<file path="config.mk">
export PLATFORM = sky130hd
export DESIGN_NAME = dshot_frame_encoder_unit
export DESIGN_NICKNAME = d
export VERILOG_FILES = /design/src/rtl/dfe_pkg.sv /design/src/rtl/dfe_lane.sv /design/src/rtl/dfe_slot_emitter.sv /design/src/rtl/dshot_frame_encoder_unit.sv
export SDC_FILE = /design/constraint.sdc
export NUM_CORES = 2
export LEC_CHECK = 0
export BUFFER_PORTS_ARGS = -buffer_cell sky130_fd_sc_hd__buf_2
export CAP_MARGIN = 20
export CORE_MARGIN = 2
export CORE_UTILIZATION = 60
export DETAILED_ROUTE_END_ITERATION = 8
export PLACE_DENSITY = 0.77
export SLEW_MARGIN = 20
export SYNTH_ARGS = -nofsm -noshare
export SYNTH_HDL_FRONTEND = slang
export SYNTH_SLANG_ARGS = --single-unit
</file>
<file path="constraint.sdc">
create_clock -name clk -period 8.4 [get_ports clk]
set_input_delay 0.42 -clock clk [delete_from_list [all_inputs] [get_ports clk]]
set_output_delay 0.42 -clock clk [all_outputs]
set_load 0.01 [all_outputs]
</file>
<file path="src/rtl/dfe_pkg.sv">
// Shared types, constants and register indexes for the DShot frame encoder.
package dfe_pkg;

  // Frame layout
  localparam int FRAME_BITS   = 16;
  localparam int MOTOR_FIELDS = 4;
  localparam int PULSE_W      = 16;
  localparam int DUTY_W       = 9;
  localparam int SLOT_W       = 5;
  localparam int THR_W        = 11;
  localparam int PROD_W       = 21;
  localparam int WR_INDEX_W   = 1;

  // Defaults for top-level parameters
  localparam int GAP_SLOTS_DEFAULT    = 2;
  localparam int MOTOR_COUNT_DEFAULT  = 4;
  localparam int PERIOD_TICKS_DEFAULT = 480;

  // Throttle mapping: 48 + (w - 1000) * 1999 / 1000, clamped to 2047
  localparam logic [PULSE_W-1:0] PULSE_MIN  = 16'd1000;
  localparam logic [PULSE_W-1:0] PULSE_MAX  = 16'd2000;
  localparam logic [PROD_W-1:0]  THR_SCALE  = 21'd1999;
  localparam logic [THR_W:0]     THR_OFFSET = 12'd48;
  localparam logic [THR_W:0]     THR_MAX    = 12'd2047;

  // Divide by 1000 as multiply by ceil(2^30 / 1000), exact for products below 2^21
  localparam logic [PROD_W-1:0]  RECIP_1000  = 21'd1073742;
  localparam int                 RECIP_SHIFT = 30;

  // Register reset values
  localparam logic [DUTY_W-1:0] ZERO_DUTY_RESET = 9'd180;
  localparam logic [DUTY_W-1:0] ONE_DUTY_RESET  = 9'd360;

  // Register indexes
  localparam logic [WR_INDEX_W-1:0] REG_ZERO_BIT_DUTY = 1'b0;
  localparam logic [WR_INDEX_W-1:0] REG_ONE_BIT_DUTY  = 1'b1;

  typedef logic [FRAME_BITS-1:0] frame_t;

  typedef struct packed {
    logic [PULSE_W-1:0] pulse_motor_one;
    logic [PULSE_W-1:0] pulse_motor_two;
    logic [PULSE_W-1:0] pulse_motor_three;
    logic [PULSE_W-1:0] pulse_motor_four;
  } pulse_item_t;

  typedef struct packed {
    logic [DUTY_W-1:0] duty_motor_one;
    logic [DUTY_W-1:0] duty_motor_two;
    logic [DUTY_W-1:0] duty_motor_three;
    logic [DUTY_W-1:0] duty_motor_four;
    logic [SLOT_W-1:0] slot_number;
    logic              last_slot;
  } duty_result_t;

endpackage

</file>
<file path="src/rtl/dfe_lane.sv">
// One motor lane: pulse width to throttle to 16-bit DShot frame, three stages.
module dfe_lane (
  input  logic                            clk,
  input  logic [dfe_pkg::PULSE_W-1:0]     pulse,
  output dfe_pkg::frame_t                 frame
);

  logic [dfe_pkg::PULSE_W-1:0]         clamped;
  logic [dfe_pkg::PULSE_W-1:0]         offset;
  logic [dfe_pkg::PROD_W-1:0]          prod;
  logic [2*dfe_pkg::PROD_W-1:0]        quot_full;
  logic [dfe_pkg::THR_W-1:0]           quot;
  logic [dfe_pkg::THR_W:0]             thr_sum;
  logic [dfe_pkg::THR_W-1:0]           throttle;
  logic [dfe_pkg::THR_W:0]             value;
  logic [3:0]                          csum;

  // Stage 1: clamp and scale by 1999
  always_comb begin
    if (pulse < dfe_pkg::PULSE_MIN) begin
      clamped = dfe_pkg::PULSE_MIN;
    end else if (pulse > dfe_pkg::PULSE_MAX) begin
      clamped = dfe_pkg::PULSE_MAX;
    end else begin
      clamped = pulse;
    end
    offset = clamped - dfe_pkg::PULSE_MIN;
  end

  always_ff @(posedge clk) begin
    prod <= dfe_pkg::PROD_W'(offset) * dfe_pkg::THR_SCALE;
  end

  // Stage 2: truncating divide by 1000 through the reciprocal
  assign quot_full = (2*dfe_pkg::PROD_W)'(prod) * (2*dfe_pkg::PROD_W)'(dfe_pkg::RECIP_1000);

  always_ff @(posedge clk) begin
    quot <= quot_full[dfe_pkg::RECIP_SHIFT +: dfe_pkg::THR_W];
  end

  // Stage 3: offset, clamp, telemetry bit cleared, checksum appended
  always_comb begin
    thr_sum = (dfe_pkg::THR_W+1)'(quot) + dfe_pkg::THR_OFFSET;
    if (thr_sum > dfe_pkg::THR_MAX) begin
      throttle = dfe_pkg::THR_MAX[dfe_pkg::THR_W-1:0];
    end else begin
      throttle = thr_sum[dfe_pkg::THR_W-1:0];
    end
    value = {throttle, 1'b0};
    csum  = value[3:0] ^ value[7:4] ^ value[11:8];
  end

  always_ff @(posedge clk) begin
    frame <= {value, csum};
  end

endmodule

</file>
<file path="src/rtl/dfe_slot_emitter.sv">
// Merges the lane frames into one slot stream: hold buffer, bit shifters, slot counter.
module dfe_slot_emitter #(
  parameter int GAP_SLOTS    = dfe_pkg::GAP_SLOTS_DEFAULT,
  parameter int MOTOR_COUNT  = dfe_pkg::MOTOR_COUNT_DEFAULT,
  parameter int PERIOD_TICKS = dfe_pkg::PERIOD_TICKS_DEFAULT
) (
  input  logic                        clk,
  input  logic                        rst,
  input  logic                        frame_valid,
  input  dfe_pkg::frame_t             frames [dfe_pkg::MOTOR_FIELDS],
  input  logic [dfe_pkg::DUTY_W-1:0]  zero_bit_duty,
  input  logic [dfe_pkg::DUTY_W-1:0]  one_bit_duty,
  output logic                        hold_valid,
  output logic                        strobe,
  output dfe_pkg::duty_result_t       result
);

  localparam int TOTAL_SLOTS = dfe_pkg::FRAME_BITS + GAP_SLOTS;
  localparam logic [dfe_pkg::SLOT_W-1:0] LAST_SLOT = dfe_pkg::SLOT_W'(TOTAL_SLOTS - 1);
  localparam logic [dfe_pkg::SLOT_W-1:0] FRAME_END = dfe_pkg::SLOT_W'(dfe_pkg::FRAME_BITS);
  localparam logic [dfe_pkg::SLOT_W-1:0] SLOT_ONE  = dfe_pkg::SLOT_W'(1);
  localparam logic [dfe_pkg::DUTY_W-1:0] DUTY_SAT  = dfe_pkg::DUTY_W'(PERIOD_TICKS - 1);

  dfe_pkg::frame_t                hold   [dfe_pkg::MOTOR_FIELDS];
  dfe_pkg::frame_t                shifter[dfe_pkg::MOTOR_FIELDS];
  logic [dfe_pkg::SLOT_W-1:0]     slot;
  logic                           emit_active;
  logic                           last;
  logic                           load;
  logic [dfe_pkg::DUTY_W-1:0]     zero_sat;
  logic [dfe_pkg::DUTY_W-1:0]     one_sat;
  logic [dfe_pkg::DUTY_W-1:0]     duty   [dfe_pkg::MOTOR_FIELDS];

  assign last = emit_active && (slot == LAST_SLOT);
  assign load = hold_valid && (!emit_active || last);

  // Hold buffer for the next frame set
  always_ff @(posedge clk) begin
    if (rst) begin
      hold_valid <= 1'b0;
    end else if (frame_valid) begin
      hold_valid <= 1'b1;
    end else if (load) begin
      hold_valid <= 1'b0;
    end
  end

  always_ff @(posedge clk) begin
    if (frame_valid) begin
      hold <= frames;
    end
  end

  // Slot counter and per-motor bit shifters
  always_ff @(posedge clk) begin
    if (rst) begin
      emit_active <= 1'b0;
      slot        <= '0;
    end else if (load) begin
      emit_active <= 1'b1;
      slot        <= '0;
    end else if (emit_active) begin
      if (last) begin
        emit_active <= 1'b0;
      end
      slot <= slot + SLOT_ONE;
    end
  end

  always_ff @(posedge clk) begin
    for (int m = 0; m < dfe_pkg::MOTOR_FIELDS; m++) begin
      if (load) begin
        shifter[m] <= hold[m];
      end else if (emit_active) begin
        shifter[m] <= {shifter[m][dfe_pkg::FRAME_BITS-2:0], 1'b0};
      end
    end
  end

  // Duty saturation against the timer period
  always_comb begin
    zero_sat = (32'(zero_bit_duty) >= 32'(PERIOD_TICKS)) ? DUTY_SAT : zero_bit_duty;
    one_sat  = (32'(one_bit_duty) >= 32'(PERIOD_TICKS)) ? DUTY_SAT : one_bit_duty;
  end

  // Per-motor duty select; unused motors and gap slots carry zero
  always_comb begin
    for (int m = 0; m < dfe_pkg::MOTOR_FIELDS; m++) begin
      if ((m < MOTOR_COUNT) && (slot < FRAME_END)) begin
        duty[m] = shifter[m][dfe_pkg::FRAME_BITS-1] ? one_sat : zero_sat;
      end else begin
        duty[m] = '0;
      end
    end
  end

  assign strobe = emit_active;

  always_comb begin
    result.duty_motor_one   = duty[0];
    result.duty_motor_two   = duty[1];
    result.duty_motor_three = duty[2];
    result.duty_motor_four  = duty[3];
    result.slot_number      = slot;
    result.last_slot        = last;
  end

  // Slot number stays inside the frame while a transaction is out
  a_slot_range: assert property (@(posedge clk) disable iff (rst)
    emit_active |-> (slot <= LAST_SLOT))
    else $error("slot counter ran past the last slot");

  // A new frame set never lands on a full hold buffer that is not draining
  a_hold_no_overwrite: assert property (@(posedge clk) disable iff (rst)
    frame_valid |-> (!hold_valid || load))
    else $error("hold buffer overwritten");

  // Slots advance by one each cycle within a frame
  a_slot_step: assert property (@(posedge clk) disable iff (rst)
    (emit_active && !last) |=> (emit_active && (slot == $past(slot) + SLOT_ONE)))
    else $error("slot sequence broken");

  // After the last slot the stream stops unless the next frame set starts at slot zero
  a_frame_end: assert property (@(posedge clk) disable iff (rst)
    (last && !hold_valid) |=> !emit_active)
    else $error("emission continued past the frame end");

endmodule

</file>
<file path="src/rtl/dshot_frame_encoder_unit.sv">
// Top level of the DShot frame encoder: config registers, motor lanes, slot emitter.
//
// A transaction on start/busy carries four pulse widths; each motor lane turns its
// width into a 16-bit DShot frame in three pipeline stages, and the frames wait in a
// hold buffer until the slot emitter is free. The emitter then puts out
// 16 + GAP_SLOTS result slots, one per cycle, each marked by strobe for exactly one
// cycle; the receiver cannot stall them. A frame set passes the lane stages and the
// hold buffer register before its first slot appears. busy stays high while a frame
// set is in the lanes or in the hold buffer, so a new transaction is taken while the
// last set is still emitted, paced by the single shared result port. Duty registers
// are written through wr_en/wr_index/wr_data and take effect on the next slot.
module dshot_frame_encoder_unit #(
  parameter int GAP_SLOTS    = dfe_pkg::GAP_SLOTS_DEFAULT,
  parameter int MOTOR_COUNT  = dfe_pkg::MOTOR_COUNT_DEFAULT,
  parameter int PERIOD_TICKS = dfe_pkg::PERIOD_TICKS_DEFAULT
) (
  input  logic                            clk,
  input  logic                            rst,
  input  logic                            start,
  output logic                            busy,
  input  dfe_pkg::pulse_item_t            pulses,
  output logic                            strobe,
  output dfe_pkg::duty_result_t           result,
  input  logic                            wr_en,
  input  logic [dfe_pkg::WR_INDEX_W-1:0]  wr_index,
  input  logic [dfe_pkg::DUTY_W-1:0]      wr_data
);

  localparam int LANES = (MOTOR_COUNT < dfe_pkg::MOTOR_FIELDS) ? MOTOR_COUNT
                                                               : dfe_pkg::MOTOR_FIELDS;

  logic [dfe_pkg::DUTY_W-1:0]   zero_bit_duty;
  logic [dfe_pkg::DUTY_W-1:0]   one_bit_duty;
  logic [dfe_pkg::PULSE_W-1:0]  pulse_arr [dfe_pkg::MOTOR_FIELDS];
  dfe_pkg::frame_t              frames    [dfe_pkg::MOTOR_FIELDS];
  logic [2:0]                   stage_valid;
  logic                         hold_valid;
  logic                         accept;

  // Configuration registers
  always_ff @(posedge clk) begin
    if (rst) begin
      zero_bit_duty <= dfe_pkg::ZERO_DUTY_RESET;
      one_bit_duty  <= dfe_pkg::ONE_DUTY_RESET;
    end else if (wr_en) begin
      case (wr_index)
        dfe_pkg::REG_ZERO_BIT_DUTY: zero_bit_duty <= wr_data;
        dfe_pkg::REG_ONE_BIT_DUTY:  one_bit_duty  <= wr_data;
        default: ;
      endcase
    end
  end

  // Input transaction and lane pipeline occupancy
  assign busy   = (|stage_valid) || hold_valid;
  assign accept = start && !busy;

  always_ff @(posedge clk) begin
    if (rst) begin
      stage_valid <= '0;
    end else begin
      stage_valid <= {stage_valid[1:0], accept};
    end
  end

  assign pulse_arr[0] = pulses.pulse_motor_one;
  assign pulse_arr[1] = pulses.pulse_motor_two;
  assign pulse_arr[2] = pulses.pulse_motor_three;
  assign pulse_arr[3] = pulses.pulse_motor_four;

  // One lane per active motor; unused motors carry an empty frame
  for (genvar g = 0; g < dfe_pkg::MOTOR_FIELDS; g++) begin : g_lane
    if (g < LANES) begin : g_on
      dfe_lane u_lane (
        .clk   (clk),
        .pulse (pulse_arr[g]),
        .frame (frames[g])
      );
    end else begin : g_off
      assign frames[g] = '0;
    end
  end

  dfe_slot_emitter #(
    .GAP_SLOTS    (GAP_SLOTS),
    .MOTOR_COUNT  (MOTOR_COUNT),
    .PERIOD_TICKS (PERIOD_TICKS)
  ) u_emitter (
    .clk           (clk),
    .rst           (rst),
    .frame_valid   (stage_valid[2]),
    .frames        (frames),
    .zero_bit_duty (zero_bit_duty),
    .one_bit_duty  (one_bit_duty),
    .hold_valid    (hold_valid),
    .strobe        (strobe),
    .result        (result)
  );

endmodule
</file>
# Word level (Yosys, flattened, before mapping)
# Memories as Yosys holds them, arrays and structs flattened.
# Cells that the tools add are included.
# word_totals
out_inout_bits	44
elab_cells	117
mem_count	1
ram_bits	64
ff_bits	276
# memory_table
name	depth	width	rd	rd_ports_with_merged_regs	write_ports	line_no	text
u_emitter.shifter	4	16	4	0	4	dfe_slot_emitter.sv:25	dfe_pkg::frame_t shifter[dfe_pkg::MOTOR_FIELDS];
# classes
order_cmp	15
n_addsub	9
eq_ne	1
mul	8
reduce_logical	12
n_mux	36
bitwise	13
# ops
cell	count
$mux 16	12
$mul 21x20->40 const B	4
$mux 9	10
$mul 16x11->21 const B	4
$gt 16x11->1 const B	4
$lt 16x10->1 const B	4
$sub 16x10->16 const B	4
$add 11x6->12 const B	4
$gt 12x11->1 const B	4
$mux 11	4
$xor 4x4->4	8
$ge 9x9->1 const B	2
$mux 1	10
$add 5x1->5 const B	1
$eq 5x5->1 const B	1
$lt 5x5->1 const B	1
$or 1x1->1	4
$reduce_and 2->1	2
$logic_and 1x1->1	3
$reduce_or 3->1	1
$logic_not 1->1	2
$logic_or 1x1->1	2
$reduce_bool 2->1	1
$reduce_or 2->1	1
$not 1->1	1

# Longest topological paths before layout
# logic_depth
depth_word	7
depth_mapped	29

# Modules after synthesis
# Synthesis repeated with hierarchy kept, for this count alone.
# hier_totals
hier_cells	4592
area_unflattened_um2	46653.5
# modules_own_cells
module	instances	cells_each	area_per_inst_um2
dfe_lane (g_lane[0].g_on.u_lane ...)	2	1035	10039.6
dfe_lane (g_lane[3].g_on.u_lane)	1	1056	10095.9
dfe_lane (g_lane[2].g_on.u_lane)	1	1035	10059.6
dfe_slot_emitter	1	349	5574.1
dshot_frame_encoder_unit	1	82	844.6

# Worst setup path after synthesis
# No wires, ideal clock.
# synth_path
path_type	in2reg
start	input port pulses[35] (netlist name)
end	register g_lane[1].g_on.u_lane.prod[20] (netlist name)
required_time_ns	8.271
path_buffers	0
cell_stages	26
t_arrival_ns	6.890
setup_ns	0.129
setup_slack_ns	1.380
path_cell_list	or4_1 > a21oi_1 > nor4b_1 > nor2_1 > nor2b_1 > or2_2 > ha_1 > clkinv_1 > xnor2_1 > inv_1 > ha_1 > xnor2_1 > fa_1 > inv_1 > fa_1 > fa_1 > inv_1 > fa_1 > inv_1 > ha_1 > or3_1 > o21ai_0 > o21bai_1 > o21ai_1 > o41ai_1 > xnor2_1
# synth_via
elab_chain_cells	5
# synth_rtl
element	line_no	text
start: declaration	dshot_frame_encoder_unit.sv:21	input dfe_pkg::pulse_item_t pulses,
$gt 16x11->1	dfe_lane.sv:22	end else if (pulse > dfe_pkg::PULSE_MAX) begin
$mux 16	dfe_lane.sv:22	
$mux 16 *	dfe_lane.sv:20	if (pulse < dfe_pkg::PULSE_MIN) begin
$sub 16x10->16 *	dfe_lane.sv:27	offset = clamped - dfe_pkg::PULSE_MIN;
$mul 16x11->21 *	dfe_lane.sv:31	prod <= dfe_pkg::PROD_W'(offset) * dfe_pkg::THR_SCALE;
end signal: assignment	dfe_lane.sv:31	
end: declaration	dfe_lane.sv:10	logic [dfe_pkg::PROD_W-1:0] prod;
# Every way passes the cells marked *; elsewhere a longest branch is shown, timed or not.
# A chain may end at the register's enable or synchronous reset.

# Worst setup path in the final report
# Ends and elaborated chain as after synthesis.

==> results.json <==
{
  "setup_tns_ns": 0,
  "r2r_slack_ns": 2.11,
  "root_buffer": "clkbuf_16",
  "holdWs_ns": 0.09781,
  "cts_setup_buffers": 0,
  "min_period_over_period": 0.8312,
  "critPathLaunchType": "primary input",
  "synth_area_mm2": 0.04619,
  "dr_total_vias": 30110,
  "place.gp.congestion": 0.8962,
  "synth_cell_types": 73,
  "crit_fanout": 7,
  "min_period_ns": 6.982,
  "crit_type": "in -> reg",
  "place_ws_ns": 0.8299,
  "dieArea_mm2": 0.07922,
  "crit_path_start": "pulses[35]",
  "slew_headroom": 0.3200,
  "num_rows": 101,
  "reg2reg_from": "g_lane[1].g_on.u_lane.prod[7]",
  "cp-endpoint": "g_lane[1].g_on.u_lane.prod[20]",
  "antenna_found_initial": 0,
  "crit_slowest_cell": "fa_1",
  "status": "completed",
  "fin_ws_ns": 1.418,
  "grt_pass1_vias": 32710,
  "crit_family": "adder cells",
  "clk_pin_slew_ns": 0.06,
  "grt_pass1_wl_um": 151400,
  "hold_depth": 3,
  "dr.pass1.iters": 5,
  "routedWlPerCell_um": 14.79,
  "cts_buffers": 35,
  "cts_max_level": 2,
  "slowest_delay_ns": 0.55,
  "avgSynthCellArea_um2": 9.885,
  "routed_wl_um": 87410,
  "synth_edf_count": 123,
  "dieHeight_um": 281.5,
  "synthCells": 4673,
  "setup_viol": 0,
  "cts_tree": "yes",
  "post-dp-hpwl_um": 74980,
  "layout_commonest_cell": "inv_1",
  "initial_utilization": 0.6072,
  "final_layout_size_suffix_gt1_frac": 0.05143,
  "slew_violations": 0,
  "grt_start_max_net_pins": 65,
  "reg2reg_to": "g_lane[1].g_on.u_lane.quot[10]",
  "first_iter_violations": 1042,
  "viasPerCell": 5.095,
  "synth-seq-cells": 340,
  "finish.net_count": 6502,
  "worstSetupEndpointType": "register",
  "max_freq_mhz": 143.2,
  "cp_data_required_time_ns": 8.84,
  "die_w_um": 281.5,
  "port-buffer-count": 121,
  "maxCapViolCount": 0,
  "crit_cells": 28,
  "tightest_slew_ns": 1.020,
  "cts_hold_buf": 0,
  "io_pins": 122,
  "final_cell_mix": "1380 x inv_1, 908 x ha_1, 663 x fa_1, 216 x dfxtp_1, 190 x nand2_1",
  "cts_resized": 0,
  "drc": 0,
  "rsz0062_at_grt": "no",
  "crit_arrival_ns": 7.42,
  "synth_ff_type": "dfxtp_1",
  "worstPathBufferInverterCount": 5,
  "min_path_type": "in -> reg",
  "n_antenna_cell": 0,
  "final-hold-violation-count": 0,
  "yosysWarningCount": 0,
  "grtUsageTotal": 0.2347,
  "seq_area_frac_synth": 0.1740,
  "crit_top_cell": "fa_1",
  "clock_sinks": 340,
  "skew_ns": 0.02336,
  "grt_overflow": 0,
  "fillers": 6133,
  "core_mm2": 0.07608,
  "clockBufferDepth": 3,
  "clock_latency_ns": 0.56,
  "postSynth.asyncResetShare": 0,
  "area_delta_synth_final_pct": 6.899,
  "r2r_cells": 21,
  "final_antenna_net_count": 0
}
[tightest hold or removal path, delay by kind of cell]
kind / cells / cell delay (ns)
buffers and inverters: 1 / 0.09
and+or+nand+nor: 2 / 0.11
[worst min path at each step]
stage	from	to	slack (ns)
detailed placement	g_lane[1].g_on.u_lane.frame[7]	u_emitter.hold[39]	0.39
floorplan	g_lane[3].g_on.u_lane.frame[0]	u_emitter.hold[0]	0.39
CTS	wr_data[2]	zero_bit_duty[2]	0.07
global route	wr_data[2]	zero_bit_duty[2]	0.08
finish	wr_data[4]	zero_bit_duty[4]	0.1
global placement	g_lane[1].g_on.u_lane.frame[8]	u_emitter.hold[40]	0.39
[cell usage after synthesis (11+ instances only)]
| library cell | n | share of area |
|---|---|---|
| nand2b_1 | 38 | 0.0051 |
| nor3_1 | 59 | 0.0064 |
| and3_1 | 28 | 0.0038 |
| clkbuf_1 | 38 | 0.0031 |
| xor2_1 | 42 | 0.0080 |
| nand3b_1 | 15 | 0.0024 |
| o21ai_0 | 83 | 0.0090 |
| a21boi_0 | 11 | 0.0018 |
| nor2_1 | 189 | 0.015 |
| nand2_1 | 190 | 0.015 |
| xnor2_1 | 139 | 0.026 |
| o211ai_1 | 19 | 0.0031 |
| a21o_1 | 23 | 0.0037 |
| dfxtp_1 | 217 | 0.094 |
| o21a_1 | 24 | 0.0039 |
| nor2b_1 | 28 | 0.0038 |
| fa_1 | 663 | 0.29 |
| a211oi_1 | 42 | 0.0068 |
| mux2i_1 | 16 | 0.0035 |
| inv_1 | 1380 | 0.11 |
| mux2_2 | 43 | 0.010 |
| ha_1 | 908 | 0.25 |
| and2_1 | 18 | 0.0024 |
| nand3_1 | 60 | 0.0065 |
| edfxtp_1 | 123 | 0.080 |
| nand4_1 | 20 | 0.0027 |
| a21oi_1 | 125 | 0.014 |
[registers in the layout, summed over array words and instances, names as in the netlist]
register and count:
g_lane.g_on.u_lane.prod 84, stage_valid 3, u_emitter.hold 60, u_emitter.strobe 1, g_lane.g_on.u_lane.quot 44, u_emitter.hold_valid 1, g_lane.g_on.u_lane.frame 60, u_emitter.shifter 64
u_emitter.slot 5, one_bit_duty 9, zero_bit_duty 9
[cell type report]
cell class	instances	area [µm²]	share of cell area
clock inverters	17	217.7	0.004409
inverters	1382	5187	0.1051
repair buffers	131	680.7	0.01378
clock buffers	47	952.2	0.01928
multi-input cells	2963	33010	0.6686
flip-flops and latches	340	8039	0.1628
well taps	1030	1289	0.02610
[cells by family (layout without fill, tap and decap cells)]
| logic type | after synthesis | count (layout) | synth area share |
|---|---|---|---|
| xor gates and xnor gates | 181 | 181 | 0.03432 |
| AOI/OAI and AO/OA | 410 | 410 | 0.05783 |
| muxes | 59 | 59 | 0.01395 |
| buffers and inverters | 1423 | 1577 | 0.1157 |
| adders and majority gates | 1571 | 1571 | 0.5333 |
| other | 2 | 55 | 0.0001626 |
| DFF | 340 | 340 | 0.1740 |
| and+or+nand+nor | 687 | 687 | 0.07070 |
[layer usage]
| layer | global-route usage | part of all wire | vias to the layer above |
|---|---|---|---|
| li1 | - | - | 14940 |
| met1 | 0.3015 | 0.45 | 14590 |
| met2 | 0.4262 | 0.50 | 452 |
| met3 | 0.02436 | 0.033 | 127 |
| met4 | 0.05333 | 0.020 | 0 |
| met5 | 0 | 0 | - |
[stage by stage]
| step | util | instance area [µm²] | cells |
|---|---|---|---|
| finish | 0.6491 | 49380 | 5910 |
| floorplan | - | 46390 | 4726 |
| global route | 0.6491 | 49380 | 5910 |
| global placement | 0.6336 | 48200 | 5846 |
| CTS | 0.6490 | 49380 | 5910 |
| detailed placement | 0.6337 | 48210 | 5846 |
Power is left out: the tool's default activity adds up to more than one toggle a clock period on the data nets, which glitch-free logic cannot reach.
